File: src/rtl/mbr_pkg.sv
package mbr_pkg;

    localparam int BLOCK_BITS = 64;
    localparam int POS_W      = 2;
    localparam int MOD_W      = 8;
    localparam int KIND_W     = 2;
    localparam int IDX_W      = 3;
    // deepest store that still keeps a delivered frame at eight words
    localparam int MAX_STORE  = 9;

    localparam int IN_DATA_W    = 72;
    localparam int OUT_MOD_LSB  = 64;
    localparam int OUT_IDX_LSB  = 72;
    localparam int OUT_SEG_BIT  = 75;
    localparam int OUT_FIELDS_W = 76;
    localparam int OUT_DATA_W   = 80;

    localparam logic [POS_W-1:0] POS_SINGLE = 2'd0;
    localparam logic [POS_W-1:0] POS_FIRST  = 2'd1;
    localparam logic [POS_W-1:0] POS_MIDDLE = 2'd2;
    localparam logic [POS_W-1:0] POS_END    = 2'd3;

    localparam logic [KIND_W-1:0] KIND_BLOCK    = 2'd0;
    localparam logic [KIND_W-1:0] KIND_SEQ      = 2'd1;
    localparam logic [KIND_W-1:0] KIND_PARITY   = 2'd2;
    localparam logic [KIND_W-1:0] KIND_OVERFLOW = 2'd3;

    typedef enum logic [4:0] {
        PH_IDLE  = 5'b00001,
        PH_OPEN  = 5'b00010,
        PH_LONG  = 5'b00100,
        PH_CHECK = 5'b01000,
        PH_MORE  = 5'b10000
    } phase_t;

    typedef enum logic [2:0] {
        OP_NONE,
        OP_TAKE,
        OP_CLASSIFY,
        OP_PUSH,
        OP_SETUP,
        OP_EMIT,
        OP_ERR
    } op_t;

    typedef enum logic [2:0] {
        C_STEP,
        C_ALWAYS,
        C_NO_VALID,
        C_SEQ_ERR,
        C_FULL,
        C_NO_DELIVER,
        C_PAR_BAD,
        C_MORE
    } cond_t;

    typedef enum logic [1:0] {
        SEG_ZERO,
        SEG_ONE,
        SEG_VERDICT
    } seg_sel_t;

    localparam int STEP_W = 4;

    localparam logic [STEP_W-1:0] U_FETCH    = 4'd0;
    localparam logic [STEP_W-1:0] U_CLASSIFY = 4'd1;
    localparam logic [STEP_W-1:0] U_ROOM     = 4'd2;
    localparam logic [STEP_W-1:0] U_PUSH     = 4'd3;
    localparam logic [STEP_W-1:0] U_PARITY   = 4'd4;
    localparam logic [STEP_W-1:0] U_SETUP    = 4'd5;
    localparam logic [STEP_W-1:0] U_EMIT     = 4'd6;
    localparam logic [STEP_W-1:0] U_RETURN   = 4'd7;
    localparam logic [STEP_W-1:0] U_SEQ      = 4'd8;
    localparam logic [STEP_W-1:0] U_OVF      = 4'd9;
    localparam logic [STEP_W-1:0] U_PAR      = 4'd10;

    typedef struct packed {
        op_t                op;
        cond_t              cond;
        logic [STEP_W-1:0]  target;
        logic [KIND_W-1:0]  kind;
        seg_sel_t           seg_sel;
    } ucode_t;

    typedef struct packed {
        op_t                op;
        logic [KIND_W-1:0]  kind;
        seg_sel_t           seg_sel;
        logic               go;
    } ctl_t;

    typedef struct packed {
        logic no_valid;
        logic seq_err;
        logic full;
        logic no_deliver;
        logic par_bad;
        logic more;
        logic out_busy;
    } stat_t;

    // Control store. A word jumps to target when its condition holds,
    // otherwise falls through to the next step.
    function automatic ucode_t ucode(input logic [STEP_W-1:0] step);
        ucode_t w;
        w = '{op: OP_NONE, cond: C_STEP, target: U_FETCH, kind: KIND_BLOCK,
              seg_sel: SEG_ZERO};
        unique case (step)
            U_FETCH:
            begin
                w.op     = OP_TAKE;
                w.cond   = C_NO_VALID;
                w.target = U_FETCH;
            end
            U_CLASSIFY:
            begin
                w.op     = OP_CLASSIFY;
                w.cond   = C_SEQ_ERR;
                w.target = U_SEQ;
            end
            U_ROOM:
            begin
                w.cond   = C_FULL;
                w.target = U_OVF;
            end
            U_PUSH:
            begin
                w.op     = OP_PUSH;
                w.cond   = C_NO_DELIVER;
                w.target = U_FETCH;
            end
            U_PARITY:
            begin
                w.cond   = C_PAR_BAD;
                w.target = U_PAR;
            end
            U_SETUP:
            begin
                w.op     = OP_SETUP;
            end
            U_EMIT:
            begin
                w.op     = OP_EMIT;
                w.cond   = C_MORE;
                w.target = U_EMIT;
            end
            U_RETURN:
            begin
                w.cond   = C_ALWAYS;
                w.target = U_FETCH;
            end
            U_SEQ:
            begin
                w.op      = OP_ERR;
                w.cond    = C_ALWAYS;
                w.target  = U_FETCH;
                w.kind    = KIND_SEQ;
                w.seg_sel = SEG_VERDICT;
            end
            U_OVF:
            begin
                w.op      = OP_ERR;
                w.cond    = C_ALWAYS;
                w.target  = U_FETCH;
                w.kind    = KIND_OVERFLOW;
                w.seg_sel = SEG_ONE;
            end
            U_PAR:
            begin
                w.op      = OP_ERR;
                w.cond    = C_ALWAYS;
                w.target  = U_FETCH;
                w.kind    = KIND_PARITY;
                w.seg_sel = SEG_ZERO;
            end
            default:
            begin
                w.cond   = C_ALWAYS;
                w.target = U_FETCH;
            end
        endcase
        return w;
    endfunction

endpackage

File: src/rtl/mbr_ram.sv
module mbr_ram #(
    parameter int WIDTH = 64,
    parameter int DEPTH = 9
) (
    input  logic                     clk,
    input  logic                     wr_en,
    input  logic [$clog2(DEPTH)-1:0] wr_addr,
    input  logic [WIDTH-1:0]         wr_data,
    input  logic                     rd_en,
    input  logic [$clog2(DEPTH)-1:0] rd_addr,
    output logic [WIDTH-1:0]         rd_data
);

    logic [WIDTH-1:0] mem [DEPTH];

    always_ff @(posedge clk)
    begin
        if (wr_en)
        begin
            mem[wr_addr] <= wr_data;
        end
        if (rd_en)
        begin
            rd_data <= mem[rd_addr];
        end
    end

endmodule

File: src/rtl/mbr_sequencer.sv
module mbr_sequencer (
    input  logic           clk,
    input  logic           rst_n,
    input  mbr_pkg::stat_t stat,
    output mbr_pkg::ctl_t  ctl
);

    logic [mbr_pkg::STEP_W-1:0] pc_reg;
    logic [mbr_pkg::STEP_W-1:0] pc_next;
    mbr_pkg::ucode_t            word;
    logic                       hold;
    logic                       jump;

    assign word = mbr_pkg::ucode(pc_reg);

    // output-producing steps wait for a free output register
    assign hold = ((word.op == mbr_pkg::OP_EMIT) || (word.op == mbr_pkg::OP_ERR))
                  && stat.out_busy;

    always_comb
    begin
        unique case (word.cond)
            mbr_pkg::C_STEP:       jump = 1'b0;
            mbr_pkg::C_ALWAYS:     jump = 1'b1;
            mbr_pkg::C_NO_VALID:   jump = stat.no_valid;
            mbr_pkg::C_SEQ_ERR:    jump = stat.seq_err;
            mbr_pkg::C_FULL:       jump = stat.full;
            mbr_pkg::C_NO_DELIVER: jump = stat.no_deliver;
            mbr_pkg::C_PAR_BAD:    jump = stat.par_bad;
            mbr_pkg::C_MORE:       jump = stat.more;
            default:               jump = 1'b0;
        endcase
    end

    always_comb
    begin
        if (hold)
        begin
            pc_next = pc_reg;
        end
        else if (jump)
        begin
            pc_next = word.target;
        end
        else
        begin
            pc_next = pc_reg + mbr_pkg::STEP_W'(1);
        end
    end

    always_ff @(posedge clk or negedge rst_n)
    begin
        if (!rst_n)
        begin
            pc_reg <= mbr_pkg::U_FETCH;
        end
        else
        begin
            pc_reg <= pc_next;
        end
    end

    assign ctl = '{op: word.op, kind: word.kind, seg_sel: word.seg_sel, go: !hold};

endmodule

File: src/rtl/multiblock_reassembly_fsm.sv
// Multiblock frame reassembly. Each input word is a 64-bit block with its
// position code and frame modulo; single, double and long frames are rebuilt
// in a block store of min(MAX_BLOCKS, 9) entries, a long frame being checked
// by the XOR of all its blocks including the closing parity block. A complete
// frame leaves as a run of words, tlast on the final one; a sequence, parity
// or overflow error leaves as one word with tlast set. A small microprogram
// drives the datapath through fetch, classify, room, push, parity, setup and
// emit steps, one stored block read per cycle through the single store read
// port while the output is not stalled. A new input is taken while the last
// output word still waits in the output register.
module multiblock_reassembly_fsm #(
    parameter int MAX_BLOCKS = 9
) (
    input  logic                            clk,
    input  logic                            rst_n,
    input  logic                            s_tvalid,
    output logic                            s_tready,
    // block_bits[63:0], frame_modulo[71:64]
    input  logic [mbr_pkg::IN_DATA_W-1:0]   s_tdata,
    // position_code[1:0]
    input  logic [mbr_pkg::POS_W-1:0]       s_tuser,
    output logic                            m_tvalid,
    input  logic                            m_tready,
    // payload[63:0], start_modulo[71:64], block_index[74:72], seg_reset[75],
    // zero[79:76]
    output logic [mbr_pkg::OUT_DATA_W-1:0]  m_tdata,
    // kind[1:0]
    output logic [mbr_pkg::KIND_W-1:0]      m_tuser,
    output logic                            m_tlast
);

    localparam int STORE_LIMIT = (MAX_BLOCKS < mbr_pkg::MAX_STORE) ? MAX_BLOCKS
                                                                   : mbr_pkg::MAX_STORE;
    localparam int CNT_W  = $clog2(STORE_LIMIT + 1);
    localparam int ADDR_W = $clog2(STORE_LIMIT);
    localparam int PAD_W  = mbr_pkg::OUT_DATA_W - mbr_pkg::OUT_FIELDS_W;

    mbr_pkg::ctl_t  ctl;
    mbr_pkg::stat_t stat;

    // current input word
    logic [mbr_pkg::BLOCK_BITS-1:0] bits_reg;
    logic [mbr_pkg::POS_W-1:0]      pos_reg;
    logic [mbr_pkg::MOD_W-1:0]      mod_reg;

    mbr_pkg::phase_t                phase_reg;
    mbr_pkg::phase_t                phase_next;
    logic [CNT_W-1:0]               count_reg;
    logic [CNT_W-1:0]               count_next;
    logic [mbr_pkg::BLOCK_BITS-1:0] parity_reg;
    logic [mbr_pkg::BLOCK_BITS-1:0] parity_next;
    logic [mbr_pkg::MOD_W-1:0]      cmod_reg;
    logic [mbr_pkg::MOD_W-1:0]      cmod_next;

    // decision for the current word
    logic            v_seg_reg;
    logic            v_deliver_reg;
    logic            v_minus1_reg;
    logic            v_check_reg;
    mbr_pkg::phase_t v_phase_reg;
    logic            d_seq;
    logic            d_seg;
    logic            d_deliver;
    logic            d_minus1;
    logic            d_check;
    mbr_pkg::phase_t d_phase;

    logic [CNT_W-1:0] len_reg;
    logic [CNT_W-1:0] len_next;
    logic [CNT_W-1:0] idx_reg;
    logic [CNT_W-1:0] idx_next;
    logic [CNT_W-1:0] idx_inc;

    logic                           out_valid_reg;
    logic                           out_valid_next;
    logic [mbr_pkg::KIND_W-1:0]     out_kind_reg;
    logic [mbr_pkg::BLOCK_BITS-1:0] out_payload_reg;
    logic [mbr_pkg::MOD_W-1:0]      out_mod_reg;
    logic [mbr_pkg::IDX_W-1:0]      out_idx_reg;
    logic                           out_seg_reg;
    logic                           out_last_reg;
    logic                           err_seg;

    logic take_go;
    logic classify_go;
    logic push_go;
    logic setup_go;
    logic emit_go;
    logic err_go;
    logic more;

    logic                           ram_wr_en;
    logic                           ram_rd_en;
    logic [ADDR_W-1:0]              ram_rd_addr;
    logic [mbr_pkg::BLOCK_BITS-1:0] ram_rd_data;

    assign take_go     = ctl.go && (ctl.op == mbr_pkg::OP_TAKE);
    assign classify_go = ctl.go && (ctl.op == mbr_pkg::OP_CLASSIFY);
    assign push_go     = ctl.go && (ctl.op == mbr_pkg::OP_PUSH);
    assign setup_go    = ctl.go && (ctl.op == mbr_pkg::OP_SETUP);
    assign emit_go     = ctl.go && (ctl.op == mbr_pkg::OP_EMIT);
    assign err_go      = ctl.go && (ctl.op == mbr_pkg::OP_ERR);

    assign s_tready = take_go;

    assign idx_inc = idx_reg + CNT_W'(1);
    assign more    = (idx_inc != len_reg);

    always_comb
    begin
        d_seq     = 1'b0;
        d_seg     = 1'b1;
        d_deliver = 1'b0;
        d_minus1  = 1'b0;
        d_check   = 1'b0;
        d_phase   = mbr_pkg::PH_IDLE;
        unique case (phase_reg)
            mbr_pkg::PH_OPEN:
            begin
                if (pos_reg == mbr_pkg::POS_MIDDLE)
                begin
                    d_phase = mbr_pkg::PH_LONG;
                end
                else if (pos_reg == mbr_pkg::POS_END)
                begin
                    d_deliver = 1'b1;
                end
                else
                begin
                    d_seq = 1'b1;
                end
            end
            mbr_pkg::PH_LONG, mbr_pkg::PH_MORE:
            begin
                if (pos_reg == mbr_pkg::POS_MIDDLE)
                begin
                    d_phase = mbr_pkg::PH_CHECK;
                end
                else if (pos_reg == mbr_pkg::POS_END)
                begin
                    d_phase = mbr_pkg::PH_MORE;
                end
                else
                begin
                    d_seq = 1'b1;
                    // right after the first middle block no reset is asked
                    d_seg = (phase_reg != mbr_pkg::PH_LONG);
                end
            end
            mbr_pkg::PH_CHECK:
            begin
                if (pos_reg == mbr_pkg::POS_FIRST)
                begin
                    d_deliver = 1'b1;
                    d_minus1  = 1'b1;
                    d_check   = 1'b1;
                end
                else
                begin
                    d_seq = 1'b1;
                end
            end
            default:
            begin
                if (pos_reg == mbr_pkg::POS_SINGLE)
                begin
                    d_deliver = 1'b1;
                end
                else if (pos_reg == mbr_pkg::POS_FIRST)
                begin
                    d_phase = mbr_pkg::PH_OPEN;
                end
                else
                begin
                    d_seq = 1'b1;
                end
            end
        endcase
    end

    always_comb
    begin
        phase_next  = phase_reg;
        count_next  = count_reg;
        parity_next = parity_reg;
        cmod_next   = cmod_reg;
        if (classify_go && (phase_reg == mbr_pkg::PH_IDLE))
        begin
            count_next  = '0;
            parity_next = '0;
            cmod_next   = mod_reg;
        end
        if (push_go)
        begin
            count_next  = count_reg + CNT_W'(1);
            parity_next = parity_reg ^ bits_reg;
            phase_next  = v_phase_reg;
        end
        if (err_go)
        begin
            phase_next = mbr_pkg::PH_IDLE;
        end
    end

    always_comb
    begin
        len_next = len_reg;
        idx_next = idx_reg;
        if (setup_go)
        begin
            len_next = count_reg - CNT_W'(v_minus1_reg);
            idx_next = '0;
        end
        else if (emit_go)
        begin
            idx_next = idx_inc;
        end
    end

    always_comb
    begin
        unique case (ctl.seg_sel)
            mbr_pkg::SEG_ZERO:    err_seg = 1'b0;
            mbr_pkg::SEG_ONE:     err_seg = 1'b1;
            mbr_pkg::SEG_VERDICT: err_seg = v_seg_reg;
            default:              err_seg = 1'b0;
        endcase
    end

    always_comb
    begin
        if (emit_go || err_go)
        begin
            out_valid_next = 1'b1;
        end
        else if (m_tready)
        begin
            out_valid_next = 1'b0;
        end
        else
        begin
            out_valid_next = out_valid_reg;
        end
    end

    always_ff @(posedge clk or negedge rst_n)
    begin
        if (!rst_n)
        begin
            phase_reg     <= mbr_pkg::PH_IDLE;
            count_reg     <= '0;
            parity_reg    <= '0;
            cmod_reg      <= '0;
            len_reg       <= '0;
            idx_reg       <= '0;
            out_valid_reg <= 1'b0;
            v_seg_reg     <= 1'b0;
            v_deliver_reg <= 1'b0;
            v_minus1_reg  <= 1'b0;
            v_check_reg   <= 1'b0;
            v_phase_reg   <= mbr_pkg::PH_IDLE;
        end
        else
        begin
            phase_reg     <= phase_next;
            count_reg     <= count_next;
            parity_reg    <= parity_next;
            cmod_reg      <= cmod_next;
            len_reg       <= len_next;
            idx_reg       <= idx_next;
            out_valid_reg <= out_valid_next;
            if (classify_go)
            begin
                v_seg_reg     <= d_seg;
                v_deliver_reg <= d_deliver;
                v_minus1_reg  <= d_minus1;
                v_check_reg   <= d_check;
                v_phase_reg   <= d_phase;
            end
        end
    end

    always_ff @(posedge clk)
    begin
        if (take_go && s_tvalid)
        begin
            bits_reg <= s_tdata[mbr_pkg::BLOCK_BITS-1:0];
            mod_reg  <= s_tdata[mbr_pkg::OUT_MOD_LSB +: mbr_pkg::MOD_W];
            pos_reg  <= s_tuser;
        end
        if (emit_go)
        begin
            out_kind_reg    <= mbr_pkg::KIND_BLOCK;
            out_payload_reg <= ram_rd_data;
            out_mod_reg     <= cmod_reg;
            out_idx_reg     <= mbr_pkg::IDX_W'(idx_reg);
            out_seg_reg     <= 1'b0;
            out_last_reg    <= !more;
        end
        else if (err_go)
        begin
            out_kind_reg    <= ctl.kind;
            out_payload_reg <= '0;
            out_mod_reg     <= cmod_reg;
            out_idx_reg     <= '0;
            out_seg_reg     <= err_seg;
            out_last_reg    <= 1'b1;
        end
    end

    // the sequence check is taken in the classify step itself
    assign stat = '{no_valid:   !s_tvalid,
                    seq_err:    d_seq,
                    full:       (count_reg >= CNT_W'(STORE_LIMIT)),
                    no_deliver: !v_deliver_reg,
                    par_bad:    v_check_reg && (parity_reg != '0),
                    more:       more,
                    out_busy:   out_valid_reg && !m_tready};

    // the first block is fetched during setup, each emit but the last fetches the next one
    assign ram_wr_en   = push_go;
    assign ram_rd_en   = setup_go || (emit_go && more);
    assign ram_rd_addr = setup_go ? '0 : idx_inc[ADDR_W-1:0];

    mbr_sequencer u_sequencer (
        .clk   (clk),
        .rst_n (rst_n),
        .stat  (stat),
        .ctl   (ctl)
    );

    mbr_ram #(
        .WIDTH (mbr_pkg::BLOCK_BITS),
        .DEPTH (STORE_LIMIT)
    ) u_store (
        .clk     (clk),
        .wr_en   (ram_wr_en),
        .wr_addr (count_reg[ADDR_W-1:0]),
        .wr_data (bits_reg),
        .rd_en   (ram_rd_en),
        .rd_addr (ram_rd_addr),
        .rd_data (ram_rd_data)
    );

    assign m_tvalid = out_valid_reg;
    assign m_tuser  = out_kind_reg;
    assign m_tlast  = out_last_reg;
    assign m_tdata  = {{PAD_W{1'b0}}, out_seg_reg, out_idx_reg, out_mod_reg,
                       out_payload_reg};

endmodule

File: config.mk
export PLATFORM = sky130hd
export DESIGN_NAME = multiblock_reassembly_fsm
export DESIGN_NICKNAME = d
export VERILOG_FILES = /design/src/rtl/mbr_pkg.sv /design/src/rtl/mbr_ram.sv /design/src/rtl/mbr_sequencer.sv /design/src/rtl/multiblock_reassembly_fsm.sv
export SDC_FILE = /design/constraint.sdc
export NUM_CORES = 1
export LEC_CHECK = 0
export ABC_CLOCK_PERIOD_IN_PS = 7800
export BUFFER_PORTS_ARGS = -buffer_cell sky130_fd_sc_hd__buf_2
export CORE_MARGIN = 5
export CORE_UTILIZATION = 51
export DETAILED_ROUTE_END_ITERATION = 7
export GPL_TIMING_DRIVEN = 0
export PLACE_DENSITY = 0.66
export SKIP_LAST_GASP = 1
export SLEW_MARGIN = 5
export SYNTH_ARGS = -nofsm -noshare
export SYNTH_HDL_FRONTEND = slang
export SYNTH_SLANG_ARGS = --single-unit
File: constraint.sdc
create_clock -name clk -period 7.8 [get_ports clk]
set_input_delay 1.17 -clock clk [delete_from_list [all_inputs] [get_ports clk]]
set_output_delay 1.17 -clock clk [all_outputs]
set_load 0.02 [all_outputs]
==> results.json <==
{
  "yosysTopAreaCellShare_pct": 68.5,
  "cts_resized": 0,
  "startpoint": "u_sequencer.pc_reg[3]$_DFFE_PN0N_",
  "dp.cells": 3236,
  "via_per_inst": 5.68,
  "post_cts_buffers": 0,
  "startpoint_type": "register",
  "fin_util_pct": 59.2,
  "grt_pass1_vias": 19600,
  "cts_sinks": 895,
  "track_usage_pct": 20.9,
  "clock_tree.buffer_depth": 3,
  "ys_types": 69,
  "ir_worst_vdd_v": 0.000242,
  "grt_first_pass_wirelength_um": 118000,
  "dieArea_um2": 73200,
  "rsz0062_at_grt": "false",
  "drc": 0,
  "slew_headroom_pct": 16.0,
  "slew_viol_final": 0,
  "whs_ns": 0.347,
  "syn_to_final_growth_pct": 15.1,
  "synthFlopType": "edfxtp_1",
  "hpwl_um": 49700,
  "hold_buffers": 0,
  "syn_area_um2": 34600,
  "ys_warn_count": 0,
  "num_vias": 19300,
  "core-area_um2": 67300,
  "crit_path_frequent_cell": "inv_1",
  "portBuffers": 158,
  "power.density_nw_per_um2": 403,
  "ys_seq_area_share_pct": 76.1,
  "fmax_mhz": 219,
  "insertion_delay_ns": 0.65,
  "fin_cells": 3405,
  "crit_slowest_cell": "buf_2",
  "firstDrtPassIters": 6,
  "htreeDepth": 3,
  "top_register": "u_store.mem",
  "die_y_um": 271,
  "ys_ff_latch": 895,
  "worstSetupPathType": "reg -> reg",
  "path_cells": "clkbuf_1 -> inv_1 -> nor2_1 -> nand2_1 -> ha_1 -> inv_1 -> a221o_1 -> nand2b_1 -> nor3_1 -> buf_2 -> o41ai_1 -> o21ai_4 -> buf_12",
  "reg2reg_depth": 13,
  "synthTopCellsByArea": "edfxtp_1 (69%), dfrtp_1 (7.2%), mux2i_1 (3.7%)",
  "grt_overflow": 0,
  "tightest_slew_ns": 1.26,
  "skew_ns": 0.0252,
  "design_power_total_uw": 16100,
  "crit_required_ns": 8.13,
  "wl_per_cell_um": 22.9,
  "start_util_pct": 51.4,
  "grt_max_degree": 91,
  "critical_path.max_fanout": 23,
  "routabilityCongestion": 0.807,
  "ant_nets": 0,
  "worst_setup_path_end_kind": "register",
  "num_rows": 95,
  "final-setup-viol-count": 0,
  "p_leak_uw": 0.0137,
  "antenna_found_initial": 0,
  "synth_edf_count": 790,
  "hp-class": "in -> async",
  "io_pins": 163,
  "crit_arrival_ns": 4.91,
  "synth.avg_cell_area_um2": 15.9,
  "final_nets": 2549,
  "root_buffer": "clkbuf_16",
  "synth_area_leader_cell": "edfxtp_1",
  "fin_crit_sh_pct": 58.7,
  "syn_inst": 2180,
  "die_width_um": 271,
  "stdcell_area_um2": 39800,
  "max_stage_delay_ns": 0.58,
  "r2r_start": "u_sequencer.pc_reg[3]$_DFFE_PN0N_",
  "cts_tree": "done",
  "status": "finished, final reports clean",
  "path_clk_slew_ns": 0.06,
  "cts_made_buffers": 91,
  "largest_reg_flops": 576,
  "max_cap_viol_count": 0,
  "drt-total-wl_um": 78000,
  "finalHoldViolations": 0,
  "ys_async_sr_fraction_pct": 11.4,
  "fin_crit_ns": 4.58,
  "fillCellCount": 5067,
  "layout-drive-gt1-share_pct": 19.1,
  "dpl_cell_area_um2": 37000,
  "drtIter0Drc": 1436
}
final cells by class:
type,count,area [µm²],share of cell area (%)
Timing Repair Buffer,180,1230,3.10
Antenna cell,1,2.50,0.00628
Clock buffer,112,2380,5.97
Sequential cell,895,26300,66.1
Inverter,13,48.8,0.123
Tap cell,873,1090,2.74
Buffer,126,578,1.45
Multi-Input combinational cell,1149,7720,19.4
Clock inverter,56,443,1.11
logic make-up (layout without fill, tap and decap cells):
| group | count (synthesis) | after routing | share of synthesized area, % |
|---|---|---|---|
| AO/OA/AOI/OAI | 315 | 315 | 7.84 |
| AND/OR/NAND/NOR | 660 | 660 | 9.23 |
| buffers and inverters | 139 | 487 | 1.81 |
| adder cells (fa/ha/maj) | 15 | 15 | 0.542 |
| XOR/XNOR | 17 | 17 | 0.452 |
| multiplexers | 138 | 138 | 4.02 |
| other | 1 | 5 | 0.0108 |
| flip-flops | 895 | 895 | 76.1 |
layout by cell type, fill, tap and decap left out, types with 4 or more instances in the layout:
| cell | instances |
|---|---|
| buf_6 | 10 |
| nand3_1 | 74 |
| nand2_1 | 102 |
| a211oi_1 | 68 |
| dfrtp_1 | 100 |
| o31ai_1 | 4 |
| o21ai_0 | 73 |
| o22ai_1 | 4 |
| mux2i_1 | 129 |
| nor2b_1 | 4 |
| buf_12 | 4 |
| edfxtp_1 | 790 |
| and2_4 | 4 |
| a21oi_1 | 13 |
| inv_1 | 13 |
| clkinv_1 | 19 |
| o221a_1 | 20 |
| mux2_2 | 8 |
| nor3_1 | 76 |
| nand2b_1 | 6 |
| clkinv_2 | 22 |
| o221a_2 | 44 |
| o22ai_2 | 60 |
| bufinv_16 | 4 |
| nand4_1 | 5 |
| nor2_1 | 212 |
| clkbuf_1 | 103 |
| xor2_1 | 8 |
| buf_4 | 9 |
| clkbuf_16 | 91 |
| and2_1 | 133 |
| and3_4 | 4 |
| ha_1 | 15 |
| xnor2_1 | 8 |
| buf_2 | 184 |
| a21o_1 | 4 |
| buf_16 | 10 |
| conb_1 | 4 |
| nor4_1 | 19 |
worst paths after layout:
kind	endpoint	slack (ns)
max	u_store.rd_data[31]$_DFFE_PP_	3.22
max in group asynchronous	parity_reg[51]$_DFFE_PN0P_	6.72
min reg2reg	out_mod_reg[3]$_DFFE_PP_	0.45
min in group clk	out_mod_reg[3]$_DFFE_PP_	0.45
min	cmod_reg[4]$_DFFE_PN0P_	0.35
max reg2reg	u_store.rd_data[31]$_DFFE_PP_	3.22
where the power goes:
group          switching (µW)  leakage [µW]  total (µW)  internal [µW]
clock network            1810       0.00139        4120           2310
registers                 575       0.00847        7220           6650
logic                    3040       0.00380        4720           1670
total                    5420        0.0137       16100          10600
synthesized netlist by cell type, types with 5 or more instances:
| library cell | count |
|---|---|
| buf_2 | 27 |
| inv_1 | 13 |
| nand4_1 | 5 |
| xor2_1 | 8 |
| edfxtp_1 | 790 |
| ha_1 | 15 |
| xnor2_1 | 8 |
| nor2_1 | 213 |
| buf_6 | 7 |
| nand3_1 | 74 |
| o21ai_0 | 74 |
| mux2_2 | 8 |
| and3_1 | 6 |
| nand2_1 | 102 |
| and2_1 | 137 |
| o221a_2 | 44 |
| mux2i_1 | 129 |
| a21oi_1 | 13 |
| nor3_1 | 77 |
| o22ai_2 | 60 |
| dfrtp_1 | 100 |
| o221a_1 | 20 |
| a211oi_1 | 68 |
| nand2b_1 | 6 |
| clkbuf_1 | 84 |
| nor4_1 | 19 |
| buf_4 | 5 |
critical path: cells and delay by family (launching register included):
kind,cells,cell delay (ns)
buffers and inverters,5,1.46
AND/OR/NAND/NOR,4,0.86
AO/OA/AOI/OAI,3,1.04
flip-flops,1,0.50
adder cells (fa/ha/maj),1,0.35
routing by layer:
metal	share of wire [%]	vias up	GRT usage, %
li1	-	8867	-
met1	43	9795	28.3
met2	50	555	35.6
met3	5.1	131	3.49
met4	2.7	0	5.94
met5	0	-	0
through the flow:
step	setup WS [ns]	setup TNS, ns
after floorplan	0.981	0
after global placement	-3.28	-397.70
after detailed placement	3.23	0
after CTS	3.21	0
after global routing	2.87	0
final	3.22	0
Power figures use the tool's default switching activity.
